<file path="config.mk">
export PLATFORM = sky130hd
export DESIGN_NAME = lhl_sqrt
export DESIGN_NICKNAME = d
export VERILOG_FILES = /design/src/rtl/core/lhl_pkg.sv /design/src/rtl/core/lhl_sqrt.sv
export SDC_FILE = /design/constraint.sdc
export NUM_CORES = 2
export LEC_CHECK = 0
export BUFFER_PORTS_ARGS = -buffer_cell sky130_fd_sc_hd__buf_2
export CORE_AREA = 2 2 342 344
export CTS_BUF_LIST = sky130_fd_sc_hd__clkbuf_4 sky130_fd_sc_hd__clkbuf_8 sky130_fd_sc_hd__clkbuf_16
export DETAILED_ROUTE_END_ITERATION = 16
export DIE_AREA = 0 0 344 346
export GPL_TIMING_DRIVEN = 0
export PLACE_DENSITY_LB_ADDON = 0.3
export SYNTH_ARGS = -nofsm -noshare
export SYNTH_HDL_FRONTEND = slang
export SYNTH_SLANG_ARGS = --single-unit
</file>
<file path="constraint.sdc">
create_clock -name i_clk -period 6.55 [get_ports i_clk]
set_input_delay 1.965 -clock i_clk [delete_from_list [all_inputs] [get_ports i_clk]]
set_output_delay 1.965 -clock i_clk [all_outputs]
set_load 0.01 [all_outputs]
</file>
<file path="src/rtl/core/lhl_pkg.sv">
// Shared types, widths and codes for the lattice heuristic lookup unit.
package lhl_pkg;

    localparam int DIRECTIONS   = 8;
    localparam int DIR_W        = 3;
    localparam int COORD_W      = 10;
    localparam int ADDR_W       = 14;
    localparam int COST_W       = 24;
    localparam int EDGE_W       = 5;
    localparam int EDGE_MAX_DEF = 16;
    localparam int FRAC_W       = 8;
    localparam int SQ_W         = 2 * COORD_W;
    localparam int SUM_W        = SQ_W + 1;
    localparam int RAD_W        = SUM_W + 2 * FRAC_W + 1;
    localparam int ROOT_W       = RAD_W / 2;
    localparam int REM_W        = ROOT_W + 3;
    localparam int OUTQ_DEPTH   = 32;

    localparam logic [EDGE_W-1:0] EDGE_RESET = EDGE_W'(16);

    localparam logic REQ_LOAD  = 1'b0;
    localparam logic REQ_QUERY = 1'b1;

    typedef struct packed {
        logic               req_type;
        logic [ADDR_W-1:0]  table_addr;
        logic [COST_W-1:0]  table_value;
        logic [COORD_W-1:0] start_x;
        logic [COORD_W-1:0] start_y;
        logic [DIR_W-1:0]   start_dir;
        logic [COORD_W-1:0] end_x;
        logic [COORD_W-1:0] end_y;
        logic [DIR_W-1:0]   end_dir;
    } t_lhl_req;

    typedef struct packed {
        logic [COST_W-1:0] cost;
        logic              from_table;
    } t_lhl_rsp;

    typedef struct packed {
        logic               vld;
        logic               hit;
        logic [COORD_W-1:0] dx;
        logic [COORD_W-1:0] dy;
    } t_lhl_qry;

    typedef struct packed {
        logic              hit;
        logic [COST_W-1:0] word;
    } t_lhl_tag;

endpackage

</file>
<file path="src/rtl/core/lhl_sqrt.sv">
// Pipelined Euclidean distance: squares, then one root bit per stage, then rounding.
module lhl_sqrt (
    input  logic                       i_clk,
    input  logic                       i_rst_n,
    input  logic                       i_vld,
    input  logic [lhl_pkg::COORD_W-1:0] i_dx,
    input  logic [lhl_pkg::COORD_W-1:0] i_dy,
    input  lhl_pkg::t_lhl_tag          i_tag,
    output logic                       o_vld,
    output lhl_pkg::t_lhl_tag          o_tag,
    output logic [lhl_pkg::ROOT_W-1:0] o_root
);
    import lhl_pkg::*;

    logic [SQ_W-1:0]   r_sqx;
    logic [SQ_W-1:0]   r_sqy;
    logic              r_sq_vld;
    t_lhl_tag          r_sq_tag;

    logic [RAD_W-1:0]  r_rad  [ROOT_W+1];
    logic [REM_W-1:0]  r_rem  [ROOT_W+1];
    logic [ROOT_W-1:0] r_root [ROOT_W+1];
    logic              r_vld  [ROOT_W+1];
    t_lhl_tag          r_tag  [ROOT_W+1];

    logic [ROOT_W-1:0] r_out_root;
    logic              r_out_vld;
    t_lhl_tag          r_out_tag;

    logic [SUM_W-1:0]  sum;

    assign sum = SUM_W'(r_sqx) + SUM_W'(r_sqy);

    always_ff @(posedge i_clk) begin
        if (!i_rst_n) begin
            r_sq_vld <= 1'b0;
            r_vld[0] <= 1'b0;
        end else begin
            r_sq_vld <= i_vld;
            r_vld[0] <= r_sq_vld;
        end
        r_sqx     <= i_dx * i_dx;
        r_sqy     <= i_dy * i_dy;
        r_sq_tag  <= i_tag;
        r_rad[0]  <= RAD_W'(sum) << (2 * FRAC_W);
        r_rem[0]  <= '0;
        r_root[0] <= '0;
        r_tag[0]  <= r_sq_tag;
    end

    for (genvar k = 0; k < ROOT_W; k++) begin : g_stage
        logic [REM_W-1:0] cur;
        logic [REM_W-1:0] trial;
        logic             ge;

        always_comb begin
            cur   = {r_rem[k][REM_W-3:0], r_rad[k][RAD_W-1 -: 2]};
            trial = REM_W'({r_root[k], 2'b01});
            ge    = cur >= trial;
        end

        always_ff @(posedge i_clk) begin
            if (!i_rst_n) begin
                r_vld[k+1] <= 1'b0;
            end else begin
                r_vld[k+1] <= r_vld[k];
            end
            r_rem[k+1]  <= ge ? (cur - trial) : cur;
            r_root[k+1] <= {r_root[k][ROOT_W-2:0], ge};
            r_rad[k+1]  <= r_rad[k] << 2;
            r_tag[k+1]  <= r_tag[k];
        end
    end

    always_ff @(posedge i_clk) begin
        if (!i_rst_n) begin
            r_out_vld <= 1'b0;
        end else begin
            r_out_vld <= r_vld[ROOT_W];
        end
        r_out_root <= (r_rem[ROOT_W] > REM_W'(r_root[ROOT_W])) ?
                      (r_root[ROOT_W] + ROOT_W'(1)) : r_root[ROOT_W];
        r_out_tag  <= r_tag[ROOT_W];
    end

    assign o_vld  = r_out_vld;
    assign o_tag  = r_out_tag;
    assign o_root = r_out_root;

endmodule

</file>
# After elaboration in Yosys (flattened, before gate mapping)
# Memory sizes are Yosys's and may differ from the RTL's. A register that Yosys moved wholly into a read port is not among the register bits.
# Cells that the tools add are included.
word_totals:
  out_inout_bits: 45
  inputBits: 48
  memories: 5
  ramBits: 2060
  regBits: 85
mem_list:
  columns: ["name", "words", "word_bits", "rd", "rd_clocked_by_memory_dff", "write_ports", "line", "rtl"]
  rows:
  - ["r_rad", 20, 36, 19, 0, 20, "lhl_sqrt.sv:20", "logic [RAD_W-1:0] r_rad [ROOT_W+1];"]
  - ["r_tag", 20, 25, 20, 1, 20, "lhl_sqrt.sv:24", "t_lhl_tag r_tag [ROOT_W+1];"]
  - ["r_rem", 20, 22, 20, 0, 20, "lhl_sqrt.sv:21", "logic [REM_W-1:0] r_rem [ROOT_W+1];"]
  - ["r_root", 20, 19, 20, 0, 20, "lhl_sqrt.sv:22", "logic [ROOT_W-1:0] r_root [ROOT_W+1];"]
  - ["r_vld", 20, 1, 20, 1, 20, "lhl_sqrt.sv:23", "logic r_vld [ROOT_W+1];"]
classes:
  bitwise_logic: 20
  magnitude_cmp: 20
  muxes: 42
  mul: 2
  n_addsub: 21
  n_reduce_logical: 1
op_table:
  columns: ["cell", "count"]
  rows:
  - ["$ge A22 B21 Y1", 19]
  - ["$mux W22", 19]
  - ["$sub A22 B21 Y22", 19]
  - ["$mul A10 B10 Y20", 2]
  - ["$gt A22 B19 Y1", 1]
  - ["$mux W1", 22]
  - ["$add A20 B20 Y21", 1]
  - ["$or A1 B1 Y1", 20]
  - ["$add A19 B1 Y19 const B", 1]
  - ["$mux W19", 1]
  - ["$logic_not A1 Y1", 1]

# Depth between registers and ports, before layout
# An unclocked memory read counts as a cell.
logic_depth:
  word_depth: 3
  ltp_mapped: 20
  ltp_nobuf: 19

# Worst setup path after synthesis
# Ideal clock, no wire load.
synth_timing:
  path_type: "input -> register"
  start: "in i_dx[5] (netlist bit)"
  end: "reg r_sqx[19]"
  path_buffers: 1
  t_arrival_ns: 6.329
  path_slack_ns: 0.099
  cell_stages: 17
  required_time_ns: 6.428
  cell_sequence: "clkbuf_1 and2_1 fa_1 ha_1 inv_1 fa_1 inv_1 fa_1 fa_1 ha_1 a21o_1 or3_1 o22a_1 and2_1 a221oi_1 o21ai_0 xnor2_1"
synth_via:
  elab_chain_cells: 1
synth_rtl:
  columns: ["element", "line", "rtl"]
  rows:
  - ["from (decl)", "lhl_sqrt.sv:6", "input logic [lhl_pkg::COORD_W-1:0] i_dx,"]
  - ["$mul A10 B10 Y20", "lhl_sqrt.sv:42", "r_sqx <= i_dx * i_dx;"]
  - ["to (signal assigned)", "lhl_sqrt.sv:42", null]
  - ["to (decl)", "lhl_sqrt.sv:15", "logic [SQ_W-1:0] r_sqx;"]
# No other way between the ends.
# A chain may end at the register's enable or synchronous reset.

# Worst setup path in the final report
layout_timing:
  start: "in i_dy[1] (netlist bit)"
  end: "reg r_sqy[17]"
layout_via:
  elab_chain_cells: 1
layout_rtl:
  columns: ["element", "line", "rtl"]
  rows:
  - ["from (decl)", "lhl_sqrt.sv:7", "input logic [lhl_pkg::COORD_W-1:0] i_dy,"]
  - ["$mul A10 B10 Y20", "lhl_sqrt.sv:43", "r_sqy <= i_dy * i_dy;"]
  - ["to (signal assigned)", "lhl_sqrt.sv:43", null]
  - ["to (decl)", "lhl_sqrt.sv:16", "logic [SQ_W-1:0] r_sqy;"]
# No other way between the ends.

==> impl_metrics.env <==
export IMPL_status="finished, final reports clean"
export IMPL_cts_setup_buffers=0
export IMPL_worstSetupStartpointType="input port"
export IMPL_relSlewSlack=0.353
export IMPL_crit_type="in2reg"
export IMPL_final_nets=4820
export IMPL_finalHoldViolations=0
export IMPL_syn_nets=4604
export IMPL_grt_usage=0.126
export IMPL_internal_power_uw=17400
export IMPL_synth_common_cells="1295 x dfxtp_1, 382 x inv_1, 327 x ha_1, 227 x nand2_1, 204 x nor2_1"
export IMPL_crit_path_end_kind="flop"
export IMPL_die_area_um2=119000
export IMPL_p_comb_frac=0.274
export IMPL_portBuffers=88
export IMPL_ys_seq_area_frac=0.564
export IMPL_drtIter0Drc=1155
export IMPL_viasPerCell=4.59
export IMPL_final_max_slew_viol_count=0
export IMPL_vias=27403
export IMPL_ir_worst_vdd_uv=220
export IMPL_power_per_cell_area_nw_per_um2=472
export IMPL_power_total_uw=24800
export IMPL_dpl_cell_count=5739
export IMPL_numCtsBuffers=130
export IMPL_cp_max_fo=10
export IMPL_ys_ff_latch=1295
export IMPL_fillers=10674
export IMPL_cp_arrival_ps=6880
export IMPL_syn_inst=4127
export IMPL_synthFlopType="dfxtp_1"
export IMPL_tightest_slew_ps=946
export IMPL_setup_slack_ps=257
export IMPL_cts_sinks=1295
export IMPL_final_setup_viol_count=0
export IMPL_die_w_um=344
export IMPL_routedWlPerCell_um=12.3
export IMPL_synth_edf_count=0
export IMPL_swShare=0.301
export IMPL_cts_buffer_depth=3
export IMPL_htreeDepth=4
export IMPL_yosys_warnings=0
export IMPL_rows=125
export IMPL_cts_resized=0
export IMPL_fp_dieH_um=346
export IMPL_clkTransAtPathRegs_ps=70
export IMPL_p_leak_uw=0.0246
export IMPL_wl_um=73300
export IMPL_area_growth_pct=14.7
export IMPL_clockRootBuffer="clkbuf_16"
export IMPL_overflow=0
export IMPL_clock_latency_ps=710
export IMPL_grt_pass1_wl_um=125000
export IMPL_route_detailed_drc=0
export IMPL_crit_required_ps=7130
export IMPL_switchingPower_uw=7490
export IMPL_final_util=0.456
export IMPL_fmax_ghz=0.159
export IMPL_io_pins=93
export IMPL_cts_hold_buf=0
export IMPL_drive_gt1_frac=0.0932
export IMPL_synth_area_top_cells="dfxtp_1 56%, ha_1 8.9%, fa_1 4.4%"
export IMPL_synth_top_cell_by_area="dfxtp_1"
export IMPL_synthArstFlopShare=0
export IMPL_firstDrtPassIters=5
export IMPL_hp_class="reg2reg"
export IMPL_grt_max_degree=17
export IMPL_stdcell_count=5966
export IMPL_cap_violations=0
export IMPL_dp_hpwl_um=54400
export IMPL_cts_tree="yes"
export IMPL_clkPwrFrac=0.294
export IMPL_syn_area_per_cell_um2=11.1
export IMPL_fin_skew_ps=22.3
export IMPL_start_util=0.398
export IMPL_ys_types=80
export IMPL_grt_pass1_vias=27320
export IMPL_syn_area_um2=45900
export IMPL_synth_top_area_share=0.564
export IMPL_fin_crit_sh=0.961
export IMPL_power_frac_seq=0.432
export IMPL_synth_most_common_cell="dfxtp_1"
export IMPL_holdWs_ps=308
export IMPL_ant_nets=0
export IMPL_rsz0062_at_grt="no"
export IMPL_min_period_ps=6290
export IMPL_antenna_found_initial=0
export IMPL_antenna_cells=0
export IMPL_pre_cts_slack_ps=-754
export IMPL_routabilityCongestion=0.856
export IMPL_core_area_um2=115000
[final cells by class]
cell class	instances	area, µm²	area share
Inverter	383	1440	0.0273
Clock inverter	44	469	0.00891
Tap cell	1524	1910	0.0362
Sequential cell	1295	25900	0.492
Clock buffer	187	3930	0.0746
Buffer	54	214	0.00406
Multi-Input combinational cell	2391	18400	0.349
Timing Repair Buffer	88	440	0.00836
[critical path, stage by stage]
cell and delay (ps):
buf_2 110, clkbuf_1 370, nand2_1 170, inv_1 100, fa_1 430, fa_1 510
fa_1 560, fa_1 430, fa_1 470, ha_1 210, or3_1 430, o21ai_0 340
o21ai_0 220, a311o_1 400, xor2_1 150
[per-stage QoR]
step                      setup TNS [ps]  area (µm²)
after floorplan                        0       45900
after global placement             -3650       48300
after detailed placement           -4000       48300
after CTS                              0       52700
after global routing                   0       52700
final                                  0       52700
[cell families after synthesis]
family | count (synthesis) | share of synthesized area
buf+inv | 441 | 0.0362
fa+ha+maj | 429 | 0.133
simple gates | 931 | 0.102
mux | 48 | 0.0117
other cells | 1 | 0.0000816
compound gates | 676 | 0.0934
flops | 1295 | 0.564
xor+xnor | 306 | 0.0585
[power by group through the flow]
stage	sequential, µW	combinational, µW	clock [µW]
after CTS	10800	6850	7570
after floorplan	10600	5490	0
after global placement	10900	6700	0
final	10700	6800	7320
after global routing	10900	7770	7900
after detailed placement	10900	6780	0
[flip-flops by register name, summed over array words and instances, names as in the netlist]
name,flops
r_root,190
r_sqx,19
r_sq_vld,1
o_root,19
r_rad,131
r_rem,345
r_tag,500
r_sq_tag,25
r_sqy,19
o_tag,25
o_vld,1
r_vld,20
[placed cells by master (no fill, tap or decap), types with 133 or more instances in the layout]
cell,n
nand2_1,227
xor2_1,133
ha_1,327
inv_1,382
o21ai_0,165
xnor2_1,172
a21oi_1,190
nor2_1,204
clkbuf_16,134
dfxtp_1,1295
[worst paths after layout]
check                            startpoint  slack (ps)      endpoint  cells past startpoint
worst max-delay path                i_dy[1]         260     r_sqy[17]                     15
worst min-delay path            r_sq_tag[1]         310   r_tag[0][1]                      0
worst max register to register  r_rem[4][0]        2540  r_rem[4][28]                     10
worst min register to register  r_sq_tag[1]         310   r_tag[0][1]                      0
[layer usage]
metal | part of all wire | up-vias | global-route usage
met4 | 0.025 | 0 | 0.0461
met5 | 0 | - | 0
li1 | - | 14294 | -
met2 | 0.47 | 374 | 0.214
met1 | 0.47 | 12596 | 0.155
met3 | 0.037 | 139 | 0.0261
(Power assumes the default switching activity.)
