$ cat config.mk
export PLATFORM = sky130hd
export DESIGN_NAME = lhl_front
export DESIGN_NICKNAME = d
export VERILOG_FILES = /design/src/rtl/core/lhl_pkg.sv /design/src/rtl/core/lhl_front.sv
export SDC_FILE = /design/constraint.sdc
export NUM_CORES = 1
export LEC_CHECK = 0
export ABC_CLOCK_PERIOD_IN_PS = 5300
export BUFFER_PORTS_ARGS = -buffer_cell sky130_fd_sc_hd__buf_2
export CAP_MARGIN = 10
export CELL_PAD_IN_SITES_DETAIL_PLACEMENT = 1
export CELL_PAD_IN_SITES_GLOBAL_PLACEMENT = 2
export CORE_MARGIN = 4
export CORE_UTILIZATION = 25
export CTS_CLUSTER_DIAMETER = 50
export DETAILED_ROUTE_END_ITERATION = 10
export GPL_TIMING_DRIVEN = 0
export PLACE_DENSITY_LB_ADDON = 0.05
export SYNTH_ARGS = -nofsm -noshare
export SYNTH_HDL_FRONTEND = slang
export SYNTH_SLANG_ARGS = --single-unit
$ cat constraint.sdc
create_clock -name i_clk -period 5.3 [get_ports i_clk]
set_clock_uncertainty 0.05 [all_clocks]
set_input_delay 0.795 -clock i_clk [delete_from_list [all_inputs] [get_ports i_clk]]
set_output_delay 0.795 -clock i_clk [all_outputs]
set_load 0.05 [all_outputs]
$ cat src/rtl/core/lhl_pkg.sv
// Shared types, widths and codes for the lattice heuristic lookup unit.
package lhl_pkg;

    localparam int DIRECTIONS   = 8;
    localparam int DIR_W        = 3;
    localparam int COORD_W      = 10;
    localparam int ADDR_W       = 14;
    localparam int COST_W       = 24;
    localparam int EDGE_W       = 5;
    localparam int EDGE_MAX_DEF = 16;
    localparam int FRAC_W       = 8;
    localparam int SQ_W         = 2 * COORD_W;
    localparam int SUM_W        = SQ_W + 1;
    localparam int RAD_W        = SUM_W + 2 * FRAC_W + 1;
    localparam int ROOT_W       = RAD_W / 2;
    localparam int REM_W        = ROOT_W + 3;
    localparam int OUTQ_DEPTH   = 32;

    localparam logic [EDGE_W-1:0] EDGE_RESET = EDGE_W'(16);

    localparam logic REQ_LOAD  = 1'b0;
    localparam logic REQ_QUERY = 1'b1;

    typedef struct packed {
        logic               req_type;
        logic [ADDR_W-1:0]  table_addr;
        logic [COST_W-1:0]  table_value;
        logic [COORD_W-1:0] start_x;
        logic [COORD_W-1:0] start_y;
        logic [DIR_W-1:0]   start_dir;
        logic [COORD_W-1:0] end_x;
        logic [COORD_W-1:0] end_y;
        logic [DIR_W-1:0]   end_dir;
    } t_lhl_req;

    typedef struct packed {
        logic [COST_W-1:0] cost;
        logic              from_table;
    } t_lhl_rsp;

    typedef struct packed {
        logic               vld;
        logic               hit;
        logic [COORD_W-1:0] dx;
        logic [COORD_W-1:0] dy;
    } t_lhl_qry;

    typedef struct packed {
        logic              hit;
        logic [COST_W-1:0] word;
    } t_lhl_tag;

endpackage

$ cat src/rtl/core/lhl_front.sv
// Delta, heading mirror, table hit test and table access generation.
module lhl_front #(
    parameter int EDGE_MAX = lhl_pkg::EDGE_MAX_DEF,
    parameter int AW       = 10
) (
    input  logic                      i_clk,
    input  logic                      i_rst_n,
    input  logic                      i_vld,
    input  lhl_pkg::t_lhl_req         i_req,
    input  logic [lhl_pkg::EDGE_W-1:0] i_table_edge,
    output logic                      o_mem_we,
    output logic [AW-1:0]             o_mem_addr,
    output logic [lhl_pkg::COST_W-1:0] o_mem_wdata,
    output lhl_pkg::t_lhl_qry         o_qry
);
    import lhl_pkg::*;

    localparam int DEPTH = DIRECTIONS * DIRECTIONS * EDGE_MAX * EDGE_MAX;
    localparam int LW    = ((AW > ADDR_W) ? AW : ADDR_W) + 1;
    localparam int EGW   = ($clog2(EDGE_MAX + 1) > EDGE_W) ? $clog2(EDGE_MAX + 1) : EDGE_W;

    logic [COORD_W-1:0] dx;
    logic [COORD_W-1:0] dy;
    logic [DIR_W-1:0]   sd_x;
    logic [DIR_W-1:0]   ed_x;
    logic [DIR_W-1:0]   sd;
    logic [DIR_W-1:0]   ed;
    logic [EGW-1:0]     eff_edge;
    logic               hit;
    logic [AW-1:0]      qaddr;
    logic [LW-1:0]      load_ext;
    logic               in_range;
    logic               is_load;
    t_lhl_qry           r_qry;
    t_lhl_qry           n_qry;

    always_comb begin
        if (i_req.end_x >= i_req.start_x) begin
            dx   = i_req.end_x - i_req.start_x;
            sd_x = i_req.start_dir;
            ed_x = i_req.end_dir;
        end else begin
            dx   = i_req.start_x - i_req.end_x;
            sd_x = DIR_W'(4) - i_req.start_dir;
            ed_x = DIR_W'(4) - i_req.end_dir;
        end
        if (i_req.end_y >= i_req.start_y) begin
            dy = i_req.end_y - i_req.start_y;
            sd = sd_x;
            ed = ed_x;
        end else begin
            dy = i_req.start_y - i_req.end_y;
            sd = DIR_W'(0) - sd_x;
            ed = DIR_W'(0) - ed_x;
        end

        eff_edge = (EGW'(i_table_edge) > EGW'(EDGE_MAX)) ? EGW'(EDGE_MAX) : EGW'(i_table_edge);
        hit      = (dx < COORD_W'(eff_edge)) && (dy < COORD_W'(eff_edge));
        qaddr    = ((AW'(sd) * AW'(EDGE_MAX) + AW'(dx)) * AW'(EDGE_MAX) + AW'(dy))
                   * AW'(DIRECTIONS) + AW'(ed);

        load_ext = LW'(i_req.table_addr);
        in_range = load_ext < LW'(DEPTH);
        is_load  = (i_req.req_type == REQ_LOAD);

        o_mem_we    = i_vld && is_load && in_range;
        o_mem_addr  = is_load ? load_ext[AW-1:0] : qaddr;
        o_mem_wdata = i_req.table_value;

        n_qry.vld = i_vld && (i_req.req_type == REQ_QUERY);
        n_qry.hit = hit;
        n_qry.dx  = dx;
        n_qry.dy  = dy;
    end

    always_ff @(posedge i_clk) begin
        if (!i_rst_n) begin
            r_qry.vld <= 1'b0;
        end else begin
            r_qry.vld <= n_qry.vld;
        end
        r_qry.hit <= n_qry.hit;
        r_qry.dx  <= n_qry.dx;
        r_qry.dy  <= n_qry.dy;
    end

    assign o_qry = r_qry;

endmodule

-- Yosys cells after proc, flatten, opt, wreduce, memory -nomap -nowiden
Cells that the tools add are included.
- bits of input ports: 93
- output and inout port bits: 57
- bits in registers: 22
- word-level logic and storage cells: 28
- $lt $le $gt $ge: 5
- reductions and logical operators: 3
- mux-type cells: 6
- $add $sub $neg: 9
- bitwise logic cells: 1
- operator list (operator ; number):
    10-bit subtractor ; 4
    10-bit 2-to-1 mux ; 3
    10-bit greater-or-equal comparator ; 2
    10-bit by 5-bit < comparator with 1-bit output ; 2
    10-bit by 3-bit adder with 10-bit output ; 1
    7-bit adder ; 1
    3-bit 2-to-1 mux ; 2
    5-bit > comparator, second input constant ; 1
    5-bit 2-to-1 mux ; 1
    1-bit by 3-bit adder with 3-bit output, first input constant ; 1
    1-bit logical AND ; 3
    1-bit by 3-bit subtractor with 3-bit output, first input constant ; 1
    3-bit subtractor, first input constant ; 1
    1-bit inverter ; 1

-- Depth between registers and ports, before layout
Gate-level depths: netlist of the first run.
- depth after elaboration: 6
- gate-level depth with buffers: 18
- gate-level depth less buffers: 17

-- Worst setup path before layout of the first run
OpenSTA, ideal clock, no wires.
- path type: input port to output port
- start point: in i_req[3] (netlist bit)
- end point: out o_mem_addr[9]
- data arrival time: 4054 ps
- path buffers: 1
- slack: 401 ps
- cell stages on the path: 13
- cells stage by stage: inv_1 > ha_1 > inv_1 > fa_1 > nand3_1 > a31oi_1 > o41ai_4 > buf_2 > mux2_2 > xor2_1 > fa_1 > xnor3_1 > mux2_2
- cells in the longest elaborated chain, start to end: 5
- elaborated cells between the ends (all ways): 8
- RTL lines (item ; RTL line ; source):
    start, declared ; lhl_front.sv:9 ; input lhl_pkg::t_lhl_req i_req,
    10-bit subtractor (tied with other cells) ; lhl_front.sv:52 ; dy = i_req.start_y - i_req.end_y;
    10-bit 2-to-1 mux * ; lhl_front.sv:47 ; if (i_req.end_y >= i_req.start_y) begin
    net dy[5] ; lhl_front.sv:23 ; logic [COORD_W-1:0] dy;
    7-bit adder * ; lhl_front.sv:59 ; qaddr = ((AW'(sd) * AW'(EDGE_MAX) + AW'(dx)) * AW'(EDGE_MAX) + AW'(dy))
    10-bit by 3-bit adder with 10-bit output * ; lhl_front.sv:60 ; * AW'(DIRECTIONS) + AW'(ed);
    10-bit 2-to-1 mux * ; lhl_front.sv:67 ; o_mem_addr = is_load ? load_ext[AW-1:0] : qaddr;
    end, declared ; lhl_front.sv:12 ; output logic [AW-1:0] o_mem_addr,
The timed path passes the listed nets; every way through them passes the cells marked *.

-- Worst setup path after layout of the first run
Ends and elaborated chain as after synthesis.

==> summary.txt, run 1 <==
Global route
  • Initial antenna violation count: 0
  • GRT Util Overall: 12.77%
  • First-pass GRT wire length: 13.88 mm
  • Largest net degree at the start of global routing: 13
  • Vias in the first global route: 2,883
  • Total grt overflow: 0

Pwr
  • Leakage power: 2.089 nW
  • Combinational power share: 64.6%
  • Power Density: 289.1 mW/mm^2
  • Sequential share of power: 19.4%
  • Cell-internal power: 0.0005620 W
  • Sw Pwr: 0.0005546 W
  • Worst VDD drop: 124.2 uV
  • Sw frac: 49.67%
  • Clock network fraction of total power: 16.0%

Logic synthesis
  • Mapped Cells: 353
  • Number of synthesized flops with an enable pin: 0
  • Yosys warns: 0
  • Net Count, Synth: 499
  • Synthesized area per cell: 8.358 um^2
  • Cell Area, Synth: 0.002950 mm^2
  • Post-synth top flop: dfxtp_1
  • Yosys reg bits: 22
  • Seq/Total Area, Yosys: 14.93%
  • Ys async rst share: 0%
  • Synth unique cells: 60

Floorplan
  • Starting Density: 25.73%
  • IO Pins: 150
  • Rows: 39
  • Die width: 116.6 um
  • Core area: 0.01147 mm^2
  • Die ar.: 0.01360 mm^2
  • Die Y: 116.6 um

Timing
  • Final slew viol count: 0
  • Hold Fails Final Rpt: 0
  • Setup ws final: 0.2546 ns
  • Max Freq: 198.2 MHz
  • Rel. slew slack: 59.80%
  • Final Cycle Share: 95.20%
  • # setup viols final: 0
  • RSZ-0062 raised after global routing: no
  • Worst-margin pin slew: 0.6029 ns
  • Tmin final: 5.045 ns
  • Setup TNS: 0 ns

Setup path
  • Worst setup EP type: output port
  • WP data arrival: 4.20 ns
  • CP max FO: 5
  • Worst Path Class, Setup: primary input to output port
  • Setup crit start kind: primary input
  • CP required: 4.45 ns

Layout
  • Fin nets: 626
  • Layout overhead on the synthesized area: 30.92%
  • Fin util: 33.68%
  • Fin area: 0.003862 mm^2
  • Most frequent cells in the layout: buf_2, inv_1, ha_1
  • Commonest non-fill, non-tap cell in the layout: buf_2
  • Max reg flops: 22
  • Antenna cell count: 0
  • Layout cell share with drive strength beyond 1: 38.62%

Clocking
  • CTS max path bufs: 2
  • H-tree depth: 1
  • Root Buffer: clkbuf_16
  • Hold_buf cts: 0
  • Cts bufs inserted: 3
  • Num Clock Sinks: 22
  • Clock-pin slew on the worst setup and hold paths: 0.07 ns
  • CTS tree: built

Route
  • DRC errors left: 0
  • Routed wire per std cell: 14.23 um
  • Drt first pass iters: 4
  • Routed Antenna Nets: 0
  • Total Wirelength: 8.850 mm
  • Via/cell ratio: 4.511
  • Initial DRC count: 23
  • Via count: 2,806

Place
  • DPL Wire Length: 7.884 mm
  • Routability cong.: 0.7563
  • DP Worst Slack: -0.4373 ns
  • Cell Area, Placed: 0.003720 mm^2
  • Number of port buffers: 118

Worst hold path
  • Hold Crit Start: i_rst_n
  • Hold Crit Class: primary input to flop
  • Hold depth: 2
  • Min-Delay Endpoint: o_qry[21]

Outcome
  • Status: finished, final reports clean

Run
  • Max_cap viols: 0
## power by group through the flow
stage / registers, W / logic (W) / clock network [W]
after floorplan: 0.000371 / 0.000387 / 0
after global placement: 0.000221 / 0.000715 / 0
after detailed placement: 0.000222 / 0.000719 / 0
after CTS: 0.000218 / 0.000728 / 0.000186
after global routing: 0.000222 / 0.000783 / 0.000191
final: 0.000217 / 0.000721 / 0.000178
## worst max path at each step
stage / start / to / slack, ns / depth (start not counted)
after CTS: i_req[3] / o_mem_addr[9] / 0.05 / 15
final: i_req[3] / o_mem_addr[9] / 0.25 / 15
after global routing: i_req[3] / o_mem_addr[9] / 0.03 / 17
after floorplan: i_req[3] / o_mem_addr[9] / 0.40 / 13
after global placement: i_req[3] / o_mem_addr[9] / -0.43 / 15
after detailed placement: i_req[3] / o_mem_addr[9] / -0.44 / 15
## layer usage
metal | vias up | global-route usage (%) | part of all wire, %
li1 | 1424 | - | -
met1 | 1318 | 15.41 | 41
met2 | 62 | 24.87 | 54
met3 | 2 | 0.8290 | 5.1
met4 | 0 | 2.294 | 0.63
met5 | - | 0 | 0
## area by class of cell
cell class | count | area, um^2
fillers | 1408 | 7605
flip-flops and latches | 22 | 440.4
repair buffers | 122 | 620.6
multi-input cells | 245 | 2085
clock buffers | 4 | 88.84
inverters | 51 | 191.4
well taps | 143 | 178.9
plain buffers | 35 | 257.7
## cell usage after synthesis (7+ instances only)
cell type,n,area (um^2)
a21o_1,9,67.56
a21oi_1,25,125.1
buf_4,24,180.2
dfxtp_1,22,440.4
ha_1,48,600.6
inv_1,51,191.4
mux2_2,13,146.4
mux2i_1,8,80.08
nand2_1,20,75.07
nor2_1,17,63.81
o21ai_0,16,80.08
xnor2_1,12,105.1
xor2_1,7,61.31
## timing repair
action                     4_1_cts  5_1_grt
buffers inserted                 3        1
setup endpoints to repair        2        1
gates resized for setup          2        4
hold endpoints to repair         0        0
pin swaps                        1        2
## cells by family (layout without fill, tap and decap cells)
| kind of cell | count (synthesis) | after routing | synth area share, % |
|---|---|---|---|
| buffers and inverters | 86 | 212 | 14.93 |
| AOI/OAI and AO/OA | 80 | 80 | 18.49 |
| and+or+nand+nor | 69 | 69 | 12.38 |
| adders and majority gates | 53 | 53 | 23.75 |
| muxes | 22 | 22 | 8.567 |
| DFF | 22 | 22 | 14.93 |
| xor gates and xnor gates | 21 | 21 | 6.955 |
## worst max-delay path, cell delays in order
cell     delay [ns]
buf_2          0.11
inv_1          0.05
ha_1           0.16
inv_1          0.06
fa_1           0.41
nand3_2        0.12
a31oi_2        0.12
o41ai_4        0.39
buf_6          0.17
mux2_2         0.36
xor2_1         0.17
fa_1           0.39
xnor3_1        0.41
mux2_2         0.28
buf_2          0.21
## through the flow
stage / cells / total power, W / hold slack, ns
3_5_place_dp: 614 / 0.0009406 / 0.9938
2_1_floorplan: 353 / 0.0007576 / 0.8975
4_1_cts: 621 / 0.001132 / 0.7243
6_report: 622 / 0.001117 / 0.7277
5_1_grt: 622 / 0.001196 / 0.7305
3_3_place_gp: 614 / 0.0009360 / 0.9911
Note: power is estimated with default switching activity, not from simulation.
==> inputs of run 2 (changes only) <==
==> constraint.sdc (replaced) <==
create_clock -name i_clk -period 5.3 [get_ports i_clk]
set_clock_uncertainty 0.05 [all_clocks]
set_input_delay 1.06 -clock i_clk [delete_from_list [all_inputs] [get_ports i_clk]]
set_output_delay 1.06 -clock i_clk [all_outputs]
set_load 0.05 [all_outputs]
==> summary.txt, run 2 (synthesis results as in run 1) <==
Setup path
  • Worst setup EP type: output port (unchanged)
  • WP data arrival: 4.07 ns (was 4.20 ns)
  • Crit-path max cell delay: 0.44 ns (was 0.41 ns)
  • Count of buffer and inverter cells on the critical path: 5 (unchanged)
  • Setup crit start kind: primary input (unchanged)
  • CP required: 4.19 ns (was 4.45 ns)
  • Cell family with most CP delay: adder cells (unchanged)
  • CP max FO: 5 (unchanged)
  • Crit-path cells: buf_6 -> inv_2 -> ha_4 -> inv_2 -> fa_2 -> nand3_4 -> a31oi_4 -> o41ai_4 -> buf_6 -> mux2_4 -> xor2_2 -> fa_2 -> xnor3_1 -> mux2_4 -> buf_8 (was buf_2 -> inv_1 -> ha_1 -> inv_1 -> fa_1 -> nand3_2 -> a31oi_2 -> o41ai_4 -> buf_6 -> mux2_2 -> xor2_1 -> fa_1 -> xnor3_1 -> mux2_2 -> buf_2)
  • Worst Path Class, Setup: primary input to output port (unchanged)
  • Stages on the worst setup path: 15 (unchanged)
  • Slowest-stage cell, CP: o41ai_4 (was fa_1)

Floorplan
  • Core area: 0.01147 mm^2 (unchanged)
  • IO Pins: 150 (unchanged)
  • Die ar.: 0.01360 mm^2 (unchanged)
  • Starting Density: 25.73% (unchanged)
  • Rows: 39 (unchanged)
  • Die width: 116.6 um (unchanged)
  • Die Y: 116.6 um (unchanged)

Place
  • Cell Area, Placed: 0.003744 mm^2 (was 0.003720 mm^2)
  • DPL Wire Length: 7.904 mm (was 7.884 mm)
  • Placed Cells: 614 (unchanged)
  • Number of port buffers: 118 (unchanged)
  • Routability cong.: 0.7693 (was 0.7563)

Route
  • DRC errors left: 0 (unchanged)
  • Routed Antenna Nets: 0 (unchanged)
  • Via/cell ratio: 4.554 (was 4.511)
  • Via count: 2,842 (was 2,806)
  • Initial DRC count: 52 (was 23)
  • Routed wire per std cell: 14.33 um (was 14.23 um)
  • Drt first pass iters: 4 (unchanged)
  • Total Wirelength: 8.944 mm (was 8.850 mm)

Layout
  • Layout overhead on the synthesized area: 35.58% (was 30.92%)
  • Antenna cell count: 0 (unchanged)
  • Max reg flops: 22 (unchanged)
  • Commonest non-fill, non-tap cell in the layout: buf_2 (unchanged)
  • Fin nets: 629 (was 626)
  • Layout cell share with drive strength beyond 1: 42.20% (was 38.62%)
  • Fin area: 0.004000 mm^2 (was 0.003862 mm^2)
  • Final std cells w/o fill: 624 (was 622)
  • Most frequent cells in the layout: buf_2, inv_1, ha_1 (unchanged)
  • Fin util: 34.88% (was 33.68%)

Timing
  • Setup TNS: 0 ns (unchanged)
  • Max Freq: 193.1 MHz (was 198.2 MHz)
  • RSZ-0062 raised after global routing: yes (was no)
  • Tmin final: 5.179 ns (was 5.045 ns)
  • Final slew viol count: 0 (unchanged)
  • Final Cycle Share: 97.71% (was 95.20%)
  • # setup viols final: 0 (unchanged)
  • Rel. slew slack: 62.16% (was 59.80%)
  • Worst-margin pin slew: 0.5676 ns (was 0.6029 ns)
  • Hold Fails Final Rpt: 0 (unchanged)

Global route
  • Vias in the first global route: 2,863 (was 2,883)
  • Total grt overflow: 0 (unchanged)
  • First-pass GRT wire length: 13.99 mm (was 13.88 mm)
  • GRT Util Overall: 12.84% (was 12.77%)
  • Largest net degree at the start of global routing: 12 (was 13)
  • Initial antenna violation count: 0 (unchanged)

Clocking
  • Clock-pin slew on the worst setup and hold paths: 0.06 ns (was 0.07 ns)
  • Cts bufs inserted: 3 (unchanged)
  • Root Buffer: clkbuf_16 (unchanged)
  • H-tree depth: 1 (unchanged)
  • CTS tree: built (unchanged)
  • Num Clock Sinks: 22 (unchanged)
  • CTS max path bufs: 2 (unchanged)

Worst hold path
  • Hold Crit Start: i_rst_n (unchanged)
  • Hold depth: 2 (unchanged)
  • Min-Delay Endpoint: o_qry[21] (unchanged)
  • Hold Crit Class: primary input to flop (unchanged)

Outcome
  • Status: finished, final reports clean (unchanged)

Pwr
  • Leakage power: 2.134 nW (was 2.089 nW)
  • Power Density: 287.1 mW/mm^2 (was 289.1 mW/mm^2)
  • Worst VDD drop: 159.7 uV (was 124.2 uV)

Run
  • Max_cap viols: 0 (unchanged)
==> run 2: cell types whose count changed in the layout (fill, tap and decap cells not counted), sizes merged <==
cell / change
clkbuf: -5
buf: +7
==> run 2: metrics by stage <==
step           total power, W  setup slack [ns]  hold slack [ns]
2_1_floorplan       0.0007636          0.004614            1.163
3_3_place_gp        0.0009417           -0.7427            1.261
3_5_place_dp        0.0009468           -0.7134            1.254
4_1_cts              0.001132          0.009408           0.9844
5_1_grt              0.001227         -0.001424           0.9944
6_report             0.001148            0.1214           0.9861
==> run 2: cell type report <==
class | instances | area [um^2]
multi-input combinational | 245 | 2176
clock buffer | 3 | 75.07
sequential | 22 | 440.4
buffer | 32 | 250.2
inverter | 51 | 191.4
tap | 143 | 178.9
fill | 1383 | 7467
timing repair buffer | 128 | 688.2
==> run 2: worst max-delay path by stage <==
stage,endpoint,start
5_1_grt,o_mem_addr[8],i_req[13]
3_3_place_gp,o_mem_addr[9],i_req[3]
6_report,o_mem_addr[9],i_req[3]
4_1_cts,o_mem_addr[9],i_req[3]
2_1_floorplan,o_mem_addr[9],i_req[3]
3_5_place_dp,o_mem_addr[9],i_req[3]
==> run 2: routing by layer <==
layer	part of all wire, %	track usage [%]
met1	41	15.41
met2	53	24.52
met3	4.3	1.140
met4	1.2	3.058
met5	0	0
==> run 2: repair_timing <==
item | 4_1_cts | 5_1_grt
gates resized for setup | 8 | 20
endpoints found under the setup margin | 3 | 2
pin swaps | 3 | 9
hold buffers | 0 | 0
buffers inserted | 4 | 6
==> run 2: report_power, final <==
| group | switching [W] | internal (W) |
|---|---|---|
| Sequential | 0.00000921 | 0.000207 |
| Clock | 0.0000641 | 0.0000999 |
| Combinational | 0.000495 | 0.000273 |
| Total | 0.000568 | 0.000580 |
==> inputs of run 3 (changes only) <==
--- a/config.mk
+++ b/config.mk
@@ -5,13 +5,14 @@
 export SDC_FILE = /design/constraint.sdc
 export NUM_CORES = 1
 export LEC_CHECK = 0
+export ABC_AREA = 1
 export ABC_CLOCK_PERIOD_IN_PS = 5300
 export BUFFER_PORTS_ARGS = -buffer_cell sky130_fd_sc_hd__buf_2
 export CAP_MARGIN = 10
 export CELL_PAD_IN_SITES_DETAIL_PLACEMENT = 1
 export CELL_PAD_IN_SITES_GLOBAL_PLACEMENT = 2
 export CORE_MARGIN = 4
-export CORE_UTILIZATION = 25
+export CORE_UTILIZATION = 24
 export CTS_CLUSTER_DIAMETER = 50
 export DETAILED_ROUTE_END_ITERATION = 10
 export GPL_TIMING_DRIVEN = 0
==> summary.txt, run 3 <==
Clocking
  • CTS tree: built (unchanged)
  • Cts bufs inserted: 3 (unchanged)
  • H-tree depth: 1 (unchanged)
  • Root Buffer: clkbuf_16 (unchanged)
  • Clock-pin slew on the worst setup and hold paths: 0.06 ns (about the same)
  • CTS max path bufs: 2 (unchanged)
  • Num Clock Sinks: 22 (unchanged)
  • Hold_buf cts: 0 (unchanged)

Place
  • Number of port buffers: 117 (was 118)
  • DPL Wire Length: 9.677 mm (was 7.904 mm)
  • DP Worst Slack: -0.07675 ns (was -0.7134 ns)
  • Cell Area, Placed: 0.004116 mm^2 (was 0.003744 mm^2)
  • Routability cong.: 0.7793 (was 0.7693)

Global route
  • Initial antenna violation count: 0 (unchanged)
  • Met3 GRT Util: 2.047% (was 1.140%)
  • GRT Util Overall: 13.59% (was 12.84%)
  • First-pass GRT wire length: 18.04 mm (was 13.99 mm)
  • Largest net degree at the start of global routing: 14 (was 12)
  • Met1 Track Usage GR: 19.01% (was 15.41%)
  • Gr busiest metal: met2 (unchanged)
  • Met2 Usage GRT: 22.44% (was 24.52%)
  • Total grt overflow: 0 (unchanged)
  • Vias in the first global route: 3,641 (was 2,863)

Logic synthesis
  • Count leader, synth: nand2_1 (was inv_1)
  • Post-synth top area cell: nand2_1 (was ha_1)
  • Yosys warns: 0 (unchanged)
  • Share of the synthesized area in the top cell type: 20.41% (was 20.36%)
  • Mapped Cells: 540 (was 353)
  • Post-synth top flop: dfxtp_1 (unchanged)
  • Ys async rst share: 0% (unchanged)
  • Adder-Cell Fraction of Synth Area: 21.16% (was 23.75%)
  • Mux cell area share after synthesis: 0.3023% (was 8.567%)
  • Synth Area in XOR/XNOR: 3.628% (was 6.955%)
  • Number of synthesized flops with an enable pin: 0 (unchanged)
  • Net Count, Synth: 686 (was 499)
  • Yosys reg bits: 22 (unchanged)
  • Seq/Total Area, Yosys: 13.30% (was 14.93%)
  • Synth Area in Compound Gates: 8.088% (was 18.49%)
  • Synth top area cells: nand2_1, ha_1, dfxtp_1 (was ha_1, dfxtp_1, inv_1)
  • Largest family of logic cells by synthesized area: simple AND/OR/NAND/NOR gates (was adder cells)
  • Synth cell count leaders: nand2_1, inv_1, ha_1 (was inv_1, ha_1, a21oi_1)
  • Synthesized area per cell: 6.131 um^2 (was 8.358 um^2)
  • Synth unique cells: 32 (was 60)
  • Synth Area in Simple Gates: 34.28% (was 12.38%)
  • Cell Area, Synth: 0.003311 mm^2 (was 0.002950 mm^2)

Setup path
  • Worst setup EP type: output port (unchanged)
  • CP required: 4.19 ns (about the same)
  • CP max FO: 10 (was 5)
  • Setup crit start kind: primary input (unchanged)
  • Worst Path Class, Setup: primary input to output port (unchanged)
  • WP data arrival: 4.00 ns (was 4.07 ns)

Timing
  • Setup ws final: 0.1907 ns (was 0.1214 ns)
  • Hold Fails Final Rpt: 0 (unchanged)
  • Max Freq: 195.7 MHz (was 193.1 MHz)
  • Worst-margin pin slew: 0.4457 ns (was 0.5676 ns)
  • Tmin final: 5.109 ns (was 5.179 ns)
  • Setup TNS: 0 ns (unchanged)
  • # setup viols final: 0 (unchanged)
  • Final Cycle Share: 96.40% (was 97.71%)
  • Final slew viol count: 0 (unchanged)
  • Rel. slew slack: 70.28% (was 62.16%)

Floorplan
  • Rows: 42 (was 39)
  • Die ar.: 0.01574 mm^2 (was 0.01360 mm^2)
  • IO Pins: 150 (unchanged)
  • Core area: 0.01340 mm^2 (was 0.01147 mm^2)
  • Starting Density: 24.71% (was 25.73%)
  • Die width: 125.5 um (was 116.6 um)
  • Die Y: 125.5 um (was 116.6 um)

Layout
  • Layout cell share with drive strength beyond 1: 28.36% (was 42.20%)
  • Commonest non-fill, non-tap cell in the layout: nand2_1 (was buf_2)
  • Max reg flops: 22 (unchanged)
  • Layout overhead on the synthesized area: 30.31% (was 35.58%)
  • Most frequent cells in the layout: nand2_1, buf_2, inv_1 (was buf_2, inv_1, ha_1)
  • Fin area: 0.004314 mm^2 (was 0.004000 mm^2)
  • Layout fillers: 1,778 (was 1,383)
  • Antenna cell count: 0 (unchanged)
  • Fin nets: 810 (was 629)

Pwr
  • Power Density: 262.3 mW/mm^2 (was 287.1 mW/mm^2)
  • Worst VDD drop: 109.8 uV (was 159.7 uV)
  • Cell-internal power: 0.0005637 W (was 0.0005801 W)
  • Sw frac: 50.18% (was 49.49%)
  • Sequential share of power: 18.6% (was 18.9%)
  • Sw Pwr: 0.0005678 W (was 0.0005683 W)
  • Combinational power share: 62.3% (was 66.9%)
  • Leakage power: 2.586 nW (was 2.134 nW)
  • Clock network fraction of total power: 19.0% (was 14.3%)

Route
  • Routed Antenna Nets: 0 (unchanged)
  • Via count: 3,566 (was 2,842)
  • Routed wire per std cell: 12.79 um (was 14.33 um)
  • DRC errors left: 0 (unchanged)
  • Initial DRC count: 153 (was 52)
  • Via/cell ratio: 4.250 (was 4.554)
  • Drt first pass iters: 4 (unchanged)
  • Total Wirelength: 10.73 mm (was 8.944 mm)

Worst hold path
  • Hold Crit Class: primary input to flop (unchanged)

Run
  • Max_cap viols: 0 (unchanged)

Outcome
  • Status: finished, final reports clean (unchanged)
## run 3: cell count changes in the layout (fill, tap and decap cells not counted), sizes merged, moves of 6 or more
cell / change
buf: -8
a21o: -7
nand3: +40
mux2: -13
mux2i: -7
a21oi: -6
nor2: +16
inv: +50
nand2: +168
xnor2: -10
## run 3: what timing repair did
action	in CTS	in global routing
buffers inserted	0	2
setup endpoints to repair	1	2
pin swaps	0	5
resized for setup	3	18
## run 3: area by class of cell
type	instances	area [um^2]	share of cell area (%)
well taps	176	220.2	5.104
inverters	101	379.1	8.788
clock buffers	3	75.07	1.740
multi-input cells	382	2295	53.19
flip-flops and latches	22	440.4	10.21
plain buffers	35	267.8	6.206
repair buffers	119	606.8	14.07
clock inverters	1	30.03	0.6961
## run 3: final timing paths
check,startpoint,end,slack (ns),cells past startpoint
min,i_rst_n,o_qry[21],0.98,3
max,i_req[3],o_mem_addr[9],0.19,20
## run 3: logic make-up (layout without fill, tap and decap cells)
group | after synthesis | in the layout
adder cells (fa/ha/maj) | 53 | 53
AND/OR/NAND/NOR | 271 | 271
buffers and inverters | 136 | 259
AO/OA/AOI/OAI | 45 | 45
multiplexers | 1 | 1
XOR/XNOR | 12 | 12
flip-flops | 22 | 22
## run 3: worst max-delay path, stage by stage
cell and delay, ns:
buf_2 0.11, inv_1 0.05, ha_2 0.15, inv_1 0.08, fa_2 0.40, nand3_2 0.11, nand3_4 0.09, nand2_2 0.07
nand2_2 0.06, buf_8 0.14, a31oi_1 0.21, xnor2_1 0.17, inv_2 0.09, ha_1 0.21, fa_2 0.35, nand3b_1 0.21
nand3_1 0.10, nand3_1 0.08, nand2_1 0.10, buf_6 0.16
## run 3: per-layer routing
layer  vias up  wire, um
met2       102      4724
li1       1875         -
met3         6       594
met1      1583      5309
met5         -         0
met4         0        99
## run 3: power by group through the flow
stage	combinational, W	sequential, W	clock, W
after CTS	0.000701	0.000212	0.000225
after global routing	0.000784	0.000215	0.000231
after detailed placement	0.000697	0.000216	0
final	0.000705	0.000211	0.000215
after global placement	0.000688	0.000216	0
after floorplan	0.000379	0.000346	0
## run 3: stage by stage
step                 power, W  util [%]  hold WS (ns)  std cells
floorplan           0.0007255         -         1.133        540
global placement    0.0009040     30.72         1.235        833
detailed placement  0.0009123     30.72         1.256        833
CTS                  0.001138     31.56        0.9734        837
global route         0.001230     32.19        0.9976        839
finish               0.001132     32.19        0.9807        839
